`src/rtl/crcbr_pkg.sv`:
```
// Package: shared types, constants and CRC step function for the CRC-16 frame reassembler.
package crcbr_pkg;

    localparam int P_FRAME_BYTES  = 64;
    localparam int P_HEADER_BYTES = 1;

    localparam int CAP_W   = 12;
    localparam int BYTE_W  = 8;
    localparam int CRC_W   = 16;
    localparam int COUNT_W = 16;

    localparam logic [CRC_W-1:0] CRC_INIT  = 16'hFFFF;
    localparam logic [CRC_W-1:0] CRC_POLY  = 16'hA001;
    localparam logic [CAP_W-1:0] CAP_RESET = 12'd4000;

    typedef enum logic [2:0] {
        S_RECV,
        S_CALC,
        S_UPD,
        S_STATUS,
        S_EMIT_RD,
        S_EMIT_OUT
    } t_state;

    typedef struct packed {
        logic rx_take;
        logic calc;
        logic update;
        logic rd;
        logic load_byte;
        logic load_status;
    } t_dp_cmd;

    typedef struct packed {
        logic frame_end;
        logic copy_zero;
        logic idx_last;
        logic out_free;
    } t_dp_sts;

    // reflected CRC-16/Modbus over one byte, low bit first
    function automatic logic [CRC_W-1:0] crc16_byte(input logic [CRC_W-1:0] crc_in,
                                                   input logic [BYTE_W-1:0] data);
        logic [CRC_W-1:0] c;
        c = crc_in ^ {8'h00, data};
        for (int b = 0; b < 8; b++) begin
            if (c[0]) begin
                c = (c >> 1) ^ CRC_POLY;
            end else begin
                c = c >> 1;
            end
        end
        return c;
    endfunction

endpackage

```
`src/rtl/crcbr_ctrl.sv`:
```
// Controller: state machine sequencing reception, frame check and result emission.
module crcbr_ctrl (
    input  logic             i_clk,
    input  logic             i_rst_n,
    input  logic             i_valid,
    output logic             o_stall,
    input  crcbr_pkg::t_dp_sts i_sts,
    output crcbr_pkg::t_dp_cmd o_cmd
);
    import crcbr_pkg::*;

    t_state r_state;
    t_state n_state;

    always_ff @(posedge i_clk) begin
        if (!i_rst_n) begin
            r_state <= S_RECV;
        end else begin
            r_state <= n_state;
        end
    end

    always_comb begin
        n_state = r_state;
        case (r_state)
            S_RECV: begin
                if (i_valid && i_sts.frame_end) begin
                    n_state = S_CALC;
                end
            end
            S_CALC: begin
                n_state = S_UPD;
            end
            S_UPD: begin
                n_state = i_sts.copy_zero ? S_STATUS : S_EMIT_RD;
            end
            S_STATUS: begin
                if (i_sts.out_free) begin
                    n_state = S_RECV;
                end
            end
            S_EMIT_RD: begin
                n_state = S_EMIT_OUT;
            end
            S_EMIT_OUT: begin
                if (i_sts.out_free) begin
                    n_state = i_sts.idx_last ? S_RECV : S_EMIT_RD;
                end
            end
            default: begin
                n_state = S_RECV;
            end
        endcase
    end

    always_comb begin
        o_cmd   = '0;
        o_stall = 1'b1;
        case (r_state)
            S_RECV: begin
                o_stall       = 1'b0;
                o_cmd.rx_take = i_valid;
            end
            S_CALC: begin
                o_cmd.calc = 1'b1;
            end
            S_UPD: begin
                o_cmd.update = 1'b1;
            end
            S_STATUS: begin
                o_cmd.load_status = i_sts.out_free;
            end
            S_EMIT_RD: begin
                o_cmd.rd = 1'b1;
            end
            S_EMIT_OUT: begin
                o_cmd.load_byte = i_sts.out_free;
            end
            default: begin
                o_stall = 1'b1;
            end
        endcase
    end

endmodule

```
`src/rtl/crcbr_dp.sv`:
```
// Datapath: frame store, CRC, counters, trim arithmetic and output register.
module crcbr_dp #(
    parameter int FRAME_BYTES  = crcbr_pkg::P_FRAME_BYTES,
    parameter int HEADER_BYTES = crcbr_pkg::P_HEADER_BYTES
) (
    input  logic                            i_clk,
    input  logic                            i_rst_n,
    input  crcbr_pkg::t_dp_cmd              i_cmd,
    output crcbr_pkg::t_dp_sts              o_sts,
    input  logic [crcbr_pkg::BYTE_W-1:0]    i_rx_byte,
    input  logic                            i_cfg_we,
    input  logic [crcbr_pkg::CAP_W-1:0]     i_cfg_data,
    input  logic                            i_stall,
    output logic                            o_valid,
    output logic [crcbr_pkg::CAP_W-1:0]     o_store_offset,
    output logic [crcbr_pkg::BYTE_W-1:0]    o_payload_byte,
    output logic                            o_byte_valid,
    output logic                            o_crc_ok,
    output logic [crcbr_pkg::COUNT_W-1:0]   o_corrupted_count,
    output logic [crcbr_pkg::CAP_W-1:0]     o_total_received,
    output logic                            o_receive_done,
    output logic                            o_last
);
    import crcbr_pkg::*;

    localparam int IDX_W   = $clog2(FRAME_BYTES);
    localparam int PAYLOAD = (FRAME_BYTES > HEADER_BYTES + 2) ?
                             (FRAME_BYTES - HEADER_BYTES - 2) : 0;
    localparam logic [IDX_W-1:0] POS_HI   = IDX_W'(FRAME_BYTES - 2);
    localparam logic [IDX_W-1:0] POS_END  = IDX_W'(FRAME_BYTES - 1);
    localparam logic [IDX_W-1:0] HDR_OFS  = IDX_W'(HEADER_BYTES);
    localparam logic [CAP_W-1:0] PAYLOAD_C = CAP_W'(PAYLOAD);

    logic [BYTE_W-1:0]  r_mem [FRAME_BYTES];
    logic [BYTE_W-1:0]  r_rd_data;
    logic [IDX_W-1:0]   r_pos;
    logic [CRC_W-1:0]   r_crc;
    logic [BYTE_W-1:0]  r_crc_hi;
    logic               r_crc_ok;
    logic [COUNT_W-1:0] r_corrupt;
    logic [CAP_W-1:0]   r_stored;
    logic [CAP_W-1:0]   r_cap;
    logic [CAP_W-1:0]   r_base;
    logic [IDX_W-1:0]   r_copy;
    logic [IDX_W-1:0]   r_idx;
    logic               r_o_valid;

    logic [CAP_W-1:0]   n_avail;
    logic [IDX_W-1:0]   n_copy;
    logic               n_match;
    logic [IDX_W:0]     n_idx_inc;

    assign n_avail   = r_cap - r_stored;
    assign n_match   = ({r_crc_hi, i_rx_byte} == r_crc);
    assign n_idx_inc = {1'b0, r_idx} + {{IDX_W{1'b0}}, 1'b1};

    always_comb begin
        if (!r_crc_ok || (r_stored >= r_cap)) begin
            n_copy = '0;
        end else if (n_avail > PAYLOAD_C) begin
            n_copy = PAYLOAD_C[IDX_W-1:0];
        end else begin
            n_copy = n_avail[IDX_W-1:0];
        end
    end

    assign o_sts.frame_end = (r_pos == POS_END);
    assign o_sts.copy_zero = (r_copy == '0);
    assign o_sts.idx_last  = (n_idx_inc == {1'b0, r_copy});
    assign o_sts.out_free  = !r_o_valid || !i_stall;

    // frame store
    always_ff @(posedge i_clk) begin
        if (i_cmd.rx_take && (r_pos < POS_HI)) begin
            r_mem[r_pos] <= i_rx_byte;
        end
        if (i_cmd.rd) begin
            r_rd_data <= r_mem[HDR_OFS + r_idx];
        end
    end

    // control state
    always_ff @(posedge i_clk) begin
        if (!i_rst_n) begin
            r_pos     <= '0;
            r_crc     <= CRC_INIT;
            r_corrupt <= '0;
            r_stored  <= '0;
            r_cap     <= CAP_RESET;
            r_o_valid <= 1'b0;
        end else begin
            if (i_cfg_we) begin
                r_cap <= i_cfg_data;
            end
            if (i_cmd.rx_take) begin
                if (r_pos < POS_HI) begin
                    r_crc <= crc16_byte(r_crc, i_rx_byte);
                    r_pos <= r_pos + 1'b1;
                end else if (r_pos == POS_HI) begin
                    r_pos <= r_pos + 1'b1;
                end else begin
                    r_pos <= '0;
                    r_crc <= CRC_INIT;
                    if (!n_match) begin
                        r_corrupt <= r_corrupt + 1'b1;
                    end
                end
            end
            if (i_cmd.update) begin
                r_stored <= r_stored + CAP_W'(r_copy);
            end
            if (i_cmd.load_byte || i_cmd.load_status) begin
                r_o_valid <= 1'b1;
            end else if (!i_stall) begin
                r_o_valid <= 1'b0;
            end
        end
    end

    // payload registers
    always_ff @(posedge i_clk) begin
        if (i_cmd.rx_take && (r_pos == POS_HI)) begin
            r_crc_hi <= i_rx_byte;
        end
        if (i_cmd.rx_take && (r_pos == POS_END)) begin
            r_crc_ok <= n_match;
        end
        if (i_cmd.calc) begin
            r_copy <= n_copy;
        end
        if (i_cmd.update) begin
            r_base <= r_stored;
            r_idx  <= '0;
        end
        if (i_cmd.load_byte) begin
            o_store_offset <= r_base + CAP_W'(r_idx);
            o_payload_byte <= r_rd_data;
            o_byte_valid   <= 1'b1;
            o_crc_ok       <= 1'b1;
            o_last         <= o_sts.idx_last;
            r_idx          <= n_idx_inc[IDX_W-1:0];
        end else if (i_cmd.load_status) begin
            o_store_offset <= '0;
            o_payload_byte <= '0;
            o_byte_valid   <= 1'b0;
            o_crc_ok       <= r_crc_ok;
            o_last         <= 1'b1;
        end
        if (i_cmd.load_byte || i_cmd.load_status) begin
            o_corrupted_count <= r_corrupt;
            o_total_received  <= r_stored;
            o_receive_done    <= (r_stored >= r_cap);
        end
    end

    assign o_valid = r_o_valid;

endmodule

```
`src/rtl/crc16_checked_block_reassembler.sv`:
```
// Top level: CRC-16/Modbus checked frame reassembler.
//
//   channel   direction  handshake            word
//   rx        in         i_valid / o_stall    i_rx_byte
//   result    out        o_valid / i_stall    store offset, payload byte, frame status
//   config    in         i_cfg_we             i_cfg_data (capacity in bytes)
//
// Non-final bytes of a frame are taken without stall. After the frame-end byte come
// the trim calculation and stored-total update, then per emitted payload word a frame
// store read then an output register load, or a single output load for a status word.
// No input is taken from frame end until the last result word is loaded.
// Reset is synchronous; the frame store needs no clearing.
module crc16_checked_block_reassembler #(
    parameter int FRAME_BYTES  = crcbr_pkg::P_FRAME_BYTES,
    parameter int HEADER_BYTES = crcbr_pkg::P_HEADER_BYTES
) (
    input  logic                            i_clk,
    input  logic                            i_rst_n,
    input  logic                            i_valid,
    output logic                            o_stall,
    input  logic [crcbr_pkg::BYTE_W-1:0]    i_rx_byte,
    input  logic                            i_cfg_we,
    input  logic [crcbr_pkg::CAP_W-1:0]     i_cfg_data,
    output logic                            o_valid,
    input  logic                            i_stall,
    output logic [crcbr_pkg::CAP_W-1:0]     o_store_offset,
    output logic [crcbr_pkg::BYTE_W-1:0]    o_payload_byte,
    output logic                            o_byte_valid,
    output logic                            o_crc_ok,
    output logic [crcbr_pkg::COUNT_W-1:0]   o_corrupted_count,
    output logic [crcbr_pkg::CAP_W-1:0]     o_total_received,
    output logic                            o_receive_done,
    output logic                            o_last
);
    import crcbr_pkg::*;

    t_dp_cmd cmd;
    t_dp_sts sts;

    crcbr_ctrl u_ctrl (
        .i_clk   (i_clk),
        .i_rst_n (i_rst_n),
        .i_valid (i_valid),
        .o_stall (o_stall),
        .i_sts   (sts),
        .o_cmd   (cmd)
    );

    crcbr_dp #(
        .FRAME_BYTES  (FRAME_BYTES),
        .HEADER_BYTES (HEADER_BYTES)
    ) u_dp (
        .i_clk             (i_clk),
        .i_rst_n           (i_rst_n),
        .i_cmd             (cmd),
        .o_sts             (sts),
        .i_rx_byte         (i_rx_byte),
        .i_cfg_we          (i_cfg_we),
        .i_cfg_data        (i_cfg_data),
        .i_stall           (i_stall),
        .o_valid           (o_valid),
        .o_store_offset    (o_store_offset),
        .o_payload_byte    (o_payload_byte),
        .o_byte_valid      (o_byte_valid),
        .o_crc_ok          (o_crc_ok),
        .o_corrupted_count (o_corrupted_count),
        .o_total_received  (o_total_received),
        .o_receive_done    (o_receive_done),
        .o_last            (o_last)
    );

`ifndef SYNTH
    a_status_is_last: assert property (@(posedge i_clk) disable iff (!i_rst_n)
        (o_valid && !o_byte_valid) |-> o_last)
        else $error("status word without last");

    a_bad_crc_no_data: assert property (@(posedge i_clk) disable iff (!i_rst_n)
        (o_valid && !o_crc_ok) |-> !o_byte_valid)
        else $error("data word from failed frame");

    a_offset_in_total: assert property (@(posedge i_clk) disable iff (!i_rst_n)
        (o_valid && o_byte_valid) |-> (o_store_offset < o_total_received))
        else $error("store offset beyond stored total");

    a_no_rx_while_emit: assert property (@(posedge i_clk) disable iff (!i_rst_n)
        (o_valid && !o_last) |-> o_stall)
        else $error("input taken while frame words pending");
`endif

endmodule

```
`config.mk`:
```
export PLATFORM = sky130hd
export DESIGN_NAME = crc16_checked_block_reassembler
export DESIGN_NICKNAME = d
export VERILOG_FILES = /design/src/rtl/crcbr_pkg.sv /design/src/rtl/crcbr_ctrl.sv /design/src/rtl/crcbr_dp.sv /design/src/rtl/crc16_checked_block_reassembler.sv
export SDC_FILE = /design/constraint.sdc
export NUM_CORES = 1
export LEC_CHECK = 0
export BUFFER_PORTS_ARGS = -buffer_cell sky130_fd_sc_hd__buf_2
export CAP_MARGIN = 25
export CORE_AREA = 2 2 249 251
export DETAILED_ROUTE_END_ITERATION = 6
export DIE_AREA = 0 0 251 253
export PLACE_DENSITY = 0.67
export SETUP_SLACK_MARGIN = 0.2
export SYNTH_ARGS = -nofsm -noshare
export SYNTH_HDL_FRONTEND = slang
export SYNTH_HIERARCHICAL = 1
export SYNTH_SLANG_ARGS = --single-unit
export TNS_END_PERCENT = 50
```
`constraint.sdc`:
```
create_clock -name i_clk -period 3.2 [get_ports i_clk]
set_input_delay 0 -clock i_clk [delete_from_list [all_inputs] [get_ports i_clk]]
set_output_delay 0 -clock i_clk [all_outputs]
set_load 0.005 [all_outputs]
```
## Yosys cells after proc, flatten, opt, wreduce, memory -nomap -nowiden

Memories as Yosys holds them, arrays and structs flattened. A register that Yosys moved wholly into a read port is not among the register bits.
Cells that the tools add are included.

- Register bits: 151
- Memories kept: 1
- Bits in writable memories: 512
- Bits in read-only memories: 0
- Word-level logic and storage cells: 135
- Latch bits: 0
- Output and inout bits: 54

Memories:

| memory | words | bits a word | read ports | clocked after Yosys merged registers in | write ports | line | source |
|---|---|---|---|---|---|---|---|
| u_dp.r_mem | 64 | 8 | 1 | 1 | 1 | crcbr_dp.sv:34 | `logic [BYTE_W-1:0] r_mem [FRAME_BYTES];` |

- Reduce and logical (&&, ||, !) cells: 18
- Multiply operators: 0
- Bitwise gates (word level): 12
- Order comparisons: 3
- Div/mod/pow operators: 0
- Multiplexer cells: 59
- Equality and inequality tests: 14
- Shift-type cells: 0
- Add/sub/neg operators: 7

Operators by type and width:

| cell | number |
|---|---|
| two-way mux 16 bit | 31 |
| two-way mux 6 bit | 5 |
| adder 12 x 6 -> 12 bit | 2 |
| two-way mux 12 bit | 2 |
| inverter 2 -> 3 bit | 8 |
| case mux 3 bit (6 select lines) | 1 |
| adder 16 x 1 -> 16 bit, second input constant | 1 |
| equality test 16 bit | 1 |
| two-way mux 8 bit | 2 |
| XOR 16 x 8 -> 16 bit | 1 |
| two-way mux 3 bit | 5 |
| two-way mux 1 bit | 13 |
| equality test 6 bit, second input constant | 2 |
| >= comparator 12 bit | 1 |
| greater-than comparator 12 x 6 -> 1 bit, second input constant | 1 |
| subtractor 12 bit | 1 |
| inequality test 2 x 1 -> 1 bit, second input constant | 5 |
| adder 6 x 1 -> 7 bit, second input constant | 1 |
| equality test 7 x 6 -> 1 bit | 1 |
| adder 1 x 6 -> 6 bit, first input constant | 1 |
| adder 6 x 1 -> 6 bit, second input constant | 1 |
| equality test 3 x 2 -> 1 bit, second input constant | 2 |
| equality test 3 bit, second input constant | 2 |
| logical NOT 6 bit | 1 |
| 12 further kinds | 22 |

## Depth between registers and ports, before layout

Gate-level depths: netlist of run 1.

- Word-level depth: 39
- Mapped depth: 11
- Mapped depth without buffers: 10

## Hierarchy

Netlist of run 1, hierarchy kept.

Modules (own cells, without submodules):

| module | cells an instance | area an instance (um2) | times used |
|---|---|---|---|
| crcbr_dp | 1434 | 26840.7 | 1 |
| crcbr_ctrl | 29 | 219.0 | 1 |

## Worst setup path after synthesis of run 1

No wires, ideal clock.

- Path kind: reg2reg
- Start: register u_dp.r_idx[1]
- End: register u_dp.r_rd_data[0] (read register of u_dp.r_mem), data pin
- Slack: 0.318 ns
- Buffers on the path: 2
- Arrival: 2.610 ns
- Cell stages (with the launch flop): 7
- Required time: 2.928 ns
- Cells stage by stage: edfxtp_1 ha_1 clkbuf_1 clkbuf_1 mux4_2 mux4_2 mux4_2

- Cells in the longest elaborated chain, start to end: 1

RTL lines:

| item | line | source |
|---|---|---|
| from (decl) | crcbr_dp.sv:45 | `logic [IDX_W-1:0] r_idx;` |
| from (signal assigned) | crcbr_dp.sv:141 | `r_idx <= n_idx_inc[IDX_W-1:0];` |
| adder 1 x 6 -> 6 bit | crcbr_dp.sv:78 | `r_rd_data <= r_mem[HDR_OFS + r_idx];` |
| to (decl) | crcbr_dp.sv:35 | `logic [BYTE_W-1:0] r_rd_data;` |

Every way passes these cells.
A chain may end at the register's enable or synchronous reset.

## Final worst setup path of run 1

- Start: register u_dp.r_idx[1]
- End: register u_dp.r_rd_data[2] (read register of u_dp.r_mem), data pin

The elaborated chain is that of the path after synthesis.

==> results of run 1 <==
layout make-up:
type,instances,share of cell area [%]
clock buffer,85,5.757
clock inverter,40,1.375
inverter,37,0.4347
multi-input combinational,708,22.78
sequential,671,60.94
tap,790,3.094
timing repair buffer,233,5.616
cell usage in the layout, fill, tap and decap left out, types with 13 or more instances in the layout:
cell,count
dfxtp_1,68
clkbuf_1,13
nand3_1,29
mux2i_1,14
a21oi_1,23
nor2b_1,24
clkinv_1,14
ha_1,30
dlygate4sd3_1,28
conb_1,16
mux4_2,168
clkbuf_16,72
and2_1,41
xnor2_1,49
xor2_1,22
buf_4,113
inv_1,36
buf_2,78
edfxtp_1,603
o21ai_0,27
nand4_1,14
nand2_1,64
nor2_1,81
through the flow:
stage / std cells / total power [mW] / cell area, µm²
after floorplan: 1478 / 10.22 / 27120
after global routing: 2564 / 19.02 / 31950
after global placement: 2400 / 10.46 / 29270
final: 2564 / 18.46 / 31950
after detailed placement: 2400 / 10.48 / 29270
after CTS: 2552 / 18.61 / 31820
metal layers:
metal / share of wire (%) / track usage (%)
met5: 0 / 0
met4: 2.1 / 6.514
met3: 6.9 / 4.266
met2: 51 / 33.27
met1: 40 / 25.54
kinds of logic (layout without fill, tap and decap cells):
kind of cell	count (synthesis)	count (layout)	share of synthesized area (%)
AO/OA/AOI/OAI	99	99	2.280
XOR/XNOR	74	74	2.446
adder cells (fa/ha/maj)	34	34	1.655
buffers and inverters	99	395	1.512
flip-flops	671	671	71.95
multiplexers	182	182	14.50
other	1	16	0.01386
AND/OR/NAND/NOR	303	303	5.646
repair_timing:
| action | 4_1_cts | 5_1_grt |
|---|---|---|
| gates resized for setup | 0 | 2 |
| hold buffers | 27 | 1 |
| setup endpoints to repair | 3 | 25 |
| gates cloned | 0 | 1 |
| pin swaps | 0 | 2 |
| endpoints found under the hold margin | 22 | 17 |
| setup buffers | 0 | 9 |
power breakdown:
group	switching, mW	total, mW	leakage (nW)	internal (mW)
clock network	3.29	8.12	1.11	4.83
registers	0.0529	9.66	6.04	9.61
logic	0.379	0.669	3.57	0.290
state kept, by name, summed over array words and instances (netlist names), 12 cells and up:
register,count
u_dp/o_corrupted_count,16
u_dp/o_store_offset,12
u_dp/o_total_received,12
u_dp/r_base,12
u_dp/r_cap,12
u_dp/r_corrupt,16
u_dp/r_crc,16
u_dp/r_mem,512
u_dp/r_stored,12
how the worst min path moves through the flow:
| stage | depth (start not counted) | start | to |
|---|---|---|---|
| 2_1_floorplan | 0 | i_rx_byte[0] | u_dp/r_crc_hi[0] |
| 3_3_place_gp | 3 | i_cfg_data[10] | u_dp/r_cap[10] |
| 3_5_place_dp | 3 | i_cfg_data[5] | u_dp/r_cap[5] |
| 4_1_cts | 6 | i_rx_byte[5] | u_dp/r_crc[11] |
| 5_1_grt | 5 | i_rx_byte[3] | u_dp/r_crc[9] |
| 6_report | 6 | i_rx_byte[5] | u_dp/r_crc[11] |
worst max-delay path, stage by stage, from the launching register on:
cell and delay (ns):
edfxtp_1 0.50, ha_4 0.48, buf_12 0.26, mux4_2 0.37, mux4_2 0.55, mux4_2 0.50
==> results.sh, run 1 <==
export IMPL_grt_max_degree=66
export IMPL_dpl_hpwl_um=39850
export IMPL_crit_path_start="u_dp/r_idx[1]"
export IMPL_finalMaxSlewViolations=0
export IMPL_vdd_drop_max_v=0.0003738
export IMPL_r2r_start="u_dp/r_idx[1]"
export IMPL_synth_edff_count=603
export IMPL_drcViolationCount=0
export IMPL_syn_cell_area_um2=27060
export IMPL_first_pass_iters=5
export IMPL_whs_ns=0.04156
export IMPL_fill_cells=4785
export IMPL_fin_ws_ns=0.2434
export IMPL_dp_slack_ns=0.1902
export IMPL_synthTopCellsByArea="edfxtp_1 (67%), mux4_2 (14%), dfxtp_1 (5.0%)"
export IMPL_period_needed_ns=2.957
export IMPL_yosysSeqAreaShare_pct=71.95
export IMPL_n_antenna_cell=0
export IMPL_reg2reg_depth=5
export IMPL_clockRootBuffer="clkbuf_16"
export IMPL_synth_top_area_share_pct=66.92
export IMPL_multiInputGateArea_um2=7277
export IMPL_synth_seq_cells=671
export IMPL_pwr_density_cell_nw_per_um2=577.7
export IMPL_critPathKind="reg -> reg"
export IMPL_rsz0062_at_grt="true"
export IMPL_fin_nets=1780
export IMPL_crit_end="u_dp/r_rd_data[2]"
export IMPL_path_clk_slew_ns=0.06
export IMPL_dieWidth_um=251
export IMPL_initial_core_util_pct=44.34
export IMPL_clkSinkCount=671
export IMPL_hold_class="in -> reg"
export IMPL_critPathRequiredTime_ns=3.55
export IMPL_r2r_end="u_dp/r_rd_data[2]"
export IMPL_clockBufferDepth=3
export IMPL_ant_nets=0
export IMPL_syn_inst=1463
export IMPL_worst_pin_slew_ns=0.9057
export IMPL_setup_viol=0
export IMPL_cts_inserted_buffers=70
export IMPL_worstPathArrival_ns=3.30
export IMPL_insertion_delay_ns=0.62
export IMPL_cp_max_fo=33
export IMPL_io_pins=79
export IMPL_cts_tree="done"
export IMPL_num_rows=91
export IMPL_yosys_area_top_type="edfxtp_1"
export IMPL_die_y_um=253
export IMPL_wire_per_inst_um=24.13
export IMPL_core_area_um2=61030
export IMPL_syn2layout_area_growth_pct=18.06
export IMPL_grt_ovfl_total=0
export IMPL_synthFlopType="edfxtp_1"
export IMPL_yosysWarnings=6
export IMPL_r2r_setup_slack_ns=0.24
export IMPL_antenna_found_initial=1
export IMPL_hold_viol=0
export IMPL_num_vias=14290
export IMPL_worstSetupStartpointType="register"
export IMPL_async_flop_share_pct=0
export IMPL_drt_total_wl_um=61880
export IMPL_viasPerCell=5.573
export IMPL_io_buffer_count=78
export IMPL_drive_above_1_share_pct=27.06
export IMPL_grt_pass1_wl_um=91490
export IMPL_slew_headroom_pct=39.39
export IMPL_die_area_um2=63500
export IMPL_final_util_pct=52.35
export IMPL_grt_pass1_vias=14440
export IMPL_cts_max_level=3
export IMPL_synth_cell_types=58
export IMPL_skew_ns=0.02564
export IMPL_grt_usage_pct=19.72
export IMPL_status="complete, no violations"
export IMPL_ff_latch_area_um2=19470
export IMPL_fin_crit_sh_pct=92.39
export IMPL_gp_congestion=0.8095
export IMPL_drt_iter0_drc=1175
export IMPL_maxCapViolations=0
export IMPL_p_leak_nw=10.72
export IMPL_ys_top_cells_by_count="edfxtp_1 (603), mux4_2 (168), nor2_1 (81)"
export IMPL_tns_ns=0
export IMPL_timing_fmax_mhz=338.2
export IMPL_synth_most_common_cell="edfxtp_1"
export IMPL_end_kind="register"
export IMPL_syn_area_per_cell_um2=18.50
Note: power is estimated with default switching activity, not from simulation.
==> inputs of run 2 (changes only) <==
--- a/config.mk
+++ b/config.mk
@@ -5,11 +5,12 @@
 export SDC_FILE = /design/constraint.sdc
 export NUM_CORES = 1
 export LEC_CHECK = 0
+export ABC_AREA = 1
 export BUFFER_PORTS_ARGS = -buffer_cell sky130_fd_sc_hd__buf_2
 export CAP_MARGIN = 25
-export CORE_AREA = 2 2 249 251
+export CORE_AREA = 2 2 253 255
 export DETAILED_ROUTE_END_ITERATION = 6
-export DIE_AREA = 0 0 251 253
+export DIE_AREA = 0 0 255 257
 export PLACE_DENSITY = 0.67
 export SETUP_SLACK_MARGIN = 0.2
 export SYNTH_ARGS = -nofsm -noshare
==> run 2 against run 1 <==
  * Die area up 3.2%
  * Via count rose by 36%
  * Combinational power shrank 12%
==> results.sh, run 2 <==
export IMPL_seqPwrFrac_pct=52.2
export IMPL_grt_pass1_wl_um=111400
export IMPL_num_vias=19460
export IMPL_synth_compound_area_share_pct=11.53
export IMPL_grt_usage_pct=22.21
export IMPL_ant_nets=0
export IMPL_final_cell_area_um2=32290
export IMPL_critPathRequiredTime_ns=3.69
export IMPL_hold_viol=0
export IMPL_slew_headroom_pct=27.54
export IMPL_tns_ns=0
export IMPL_timing_fmax_mhz=356.4
export IMPL_drt_iter0_drc=2132
export IMPL_critical_path_most_common_cell="nand3_1"
export IMPL_fill_cells=5327
export IMPL_synthFlopType="edfxtp_1"
export IMPL_ys_top_cells_by_count="edfxtp_1 (603), nor2_1 (396), o21ai_0 (290)"
export IMPL_stdcell_count=3425
export IMPL_io_buffer_count=78
export IMPL_syn_inst=2378
export IMPL_cp_max_fo=77
export IMPL_path_clk_slew_ns=0.06
export IMPL_clockBufferDepth=3
export IMPL_period_needed_ns=2.806
export IMPL_fin_crit_sh_pct=87.68
export IMPL_maxCapViolations=0
export IMPL_final_util_pct=51.47
export IMPL_critPathKind="reg -> reg"
export IMPL_insertion_delay_ns=0.62
export IMPL_drive_above_1_share_pct=10.24
export IMPL_synth_cell_types=44
export IMPL_grt_ovfl_total=0
export IMPL_switchingPower_mw=3.898
export IMPL_largest_reg_flops=512
export IMPL_grt_pass1_vias=19160
export IMPL_end_kind="register"
export IMPL_worstSetupStartpointType="register"
export IMPL_mostFrequentLayoutCells="edfxtp_1 (603), nor2_1 (396), o21ai_0 (290), nand2_1 (241), inv_1 (139)"
export IMPL_yosys_area_share_simple_pct=12.21
export IMPL_cts_inserted_buffers=72
export IMPL_syn2layout_area_growth_pct=15.33
export IMPL_cpMaxStageDelayCell="edfxtp_1"
export IMPL_grt_max_degree=148
export IMPL_synth_xor_area_share_pct=1.122
export IMPL_worstPathArrival_ns=3.30
export IMPL_vdd_drop_max_v=0.0003665
export IMPL_dr_wl_met3_um=5907
export IMPL_fin_nets=2583
export IMPL_ff_latch_area_um2=19470
export IMPL_skew_ns=0.03732
export IMPL_wl_met2_um=35030
export IMPL_synth_seq_cells=671
export IMPL_cp_slowest_stage_delay_ns=0.56
export IMPL_dpl_hpwl_um=44940
export IMPL_worst_pin_slew_ns=1.086
export IMPL_pwr_share_comb_pct=3.2
export IMPL_n_antenna_cell=0
export IMPL_syn_area_per_cell_um2=11.77
export IMPL_dieWidth_um=255
export IMPL_cts_max_level=3
export IMPL_multiInputGateArea_um2=7485
export IMPL_hold_class="in -> reg"
export IMPL_yosysSeqAreaShare_pct=69.54
export IMPL_placed_area_um2=29540
export IMPL_num_rows=92
export IMPL_drt_total_wl_um=72570
export IMPL_yosysWarnings=6
export IMPL_synth_fa_ha_area_share_pct=1.600
export IMPL_synth_top_family_by_area="simple AND/OR/NAND/NOR gates"
export IMPL_placed_cells=3256
export IMPL_cts_tree="done"
export IMPL_p_clk_share_pct=44.6
export IMPL_highest_layer="met5"
export IMPL_drcViolationCount=0
export IMPL_wire_per_inst_um=21.19
export IMPL_largest_register="u_dp/r_mem"
export IMPL_syn_cell_area_um2=28000
export IMPL_status="complete, no violations"
export IMPL_synth_most_common_cell="edfxtp_1"
export IMPL_rsz0062_at_grt="false"
export IMPL_p_leak_nw=11.45
export IMPL_swShare_pct=21.11
export IMPL_mostFrequentLayoutCell="edfxtp_1"
export IMPL_yosys_area_top_type="edfxtp_1"
export IMPL_whs_ns=0.03583
export IMPL_first_pass_iters=6
export IMPL_setup_viol=0
export IMPL_initial_core_util_pct=44.63
export IMPL_clkSinkCount=671
export IMPL_synth_top_area_share_pct=64.68
export IMPL_io_pins=79
export IMPL_post_cts_buffers=0
export IMPL_synthMuxAreaShare_pct=0
export IMPL_cp_cell_sequence="ha_4 -> inv_2 -> buf_12 -> o21ai_0 -> o221ai_1 -> nand3_1 -> nand3_1 -> nand3_1 -> nand2_1"
export IMPL_finalMaxSlewViolations=0
export IMPL_core_area_um2=62740
export IMPL_synth_edff_count=603
export IMPL_async_flop_share_pct=0
export IMPL_synthTopCellsByArea="edfxtp_1 (65%), nor2_1 (5.3%), o21ai_0 (5.2%)"
export IMPL_p_int_mw=14.56
export IMPL_die_y_um=257
export IMPL_die_area_um2=65540
export IMPL_clockRootBuffer="clkbuf_16"
export IMPL_antenna_found_initial=1
export IMPL_pwr_density_cell_nw_per_um2=571.8
export IMPL_viasPerCell=5.683
export IMPL_wl_met1_um=29020
export IMPL_gp_congestion=0.8526
run 2: changes by cell type after synthesis, moves of 34 or more:
cell / delta
and2_1: -41
inv_1: +104
mux4_2: -168
nand2_1: +178
nand3_1: +97
nor2_1: +315
o211ai_1: +40
o21ai_0: +263
o221ai_1: +89
o22ai_1: +44
xnor2_1: -34
run 2: logic make-up (layout without fill, tap and decap cells):
group	Yosys count	in the layout
and+or+nand+nor	824	824
DFF	671	671
AOI/OAI and AO/OA	538	538
buffers and inverters	275	461
xor gates and xnor gates	35	35
adders and majority gates	34	34
other	1	16
run 2: path summary, 6_finish.rpt:
path | startpoint | to | slack [ns] | depth (start not counted)
hold / removal | i_rx_byte[1] | u_dp/r_mem[16][1] | 0.04 | 2
setup / recovery | u_dp/r_idx[0] | u_dp/r_rd_data[5] | 0.39 | 9
setup reg to reg | u_dp/r_idx[0] | u_dp/r_rd_data[5] | 0.39 | 9
hold reg to reg | u_dp/o_byte_valid | u_dp/o_byte_valid | 0.44 | 2
run 2: final cells by class:
cell class / count / share of cell area (%)
Clock buffer: 86 / 5.774
Clock inverter: 43 / 1.492
Multi-Input combinational cell: 1447 / 23.18
Timing Repair Buffer: 183 / 4.232
Sequential cell: 671 / 60.30
Inverter: 149 / 1.748
Tap cell: 846 / 3.278
run 2: power by group through the flow:
stage | Combinational (mW) | Sequential (mW) | Clock (mW)
floorplan | 0.289 | 9.81 | 0
global placement | 0.525 | 9.82 | 0
global route | 0.661 | 9.64 | 8.72
CTS | 0.580 | 9.64 | 8.35
finish | 0.591 | 9.64 | 8.23
detailed placement | 0.535 | 9.82 | 0
run 2: layer usage:
| metal | vias to the layer above | GRT usage, % |
|---|---|---|
| met3 | 147 | 3.854 |
| met1 | 9547 | 29.35 |
| li1 | 8906 | - |
| met2 | 861 | 36.22 |
| met5 | - | 0 |
| met4 | 2 | 9.292 |
run 2: stage by stage:
stage / setup slack [ns] / power [mW]
3_3_place_gp: 0.5969 / 10.35
3_5_place_dp: 0.5438 / 10.36
6_report: 0.3943 / 18.46
5_1_grt: 0.3491 / 19.02
2_1_floorplan: 0.5061 / 10.10
4_1_cts: 0.5081 / 18.57
run 2: repair_timing:
item / CTS / global route
hold buffers: 40 / 0
endpoints found under the hold margin: 90 / 0
resized for setup: 0 / 0
run 2: worst max-delay path: cells and delay by family, from the launching register on:
family	cells	cell delay (ns)
flops	1	0.56
buf+inv	2	0.35
compound gates	2	0.56
simple gates	4	0.75
fa+ha+maj	1	0.34
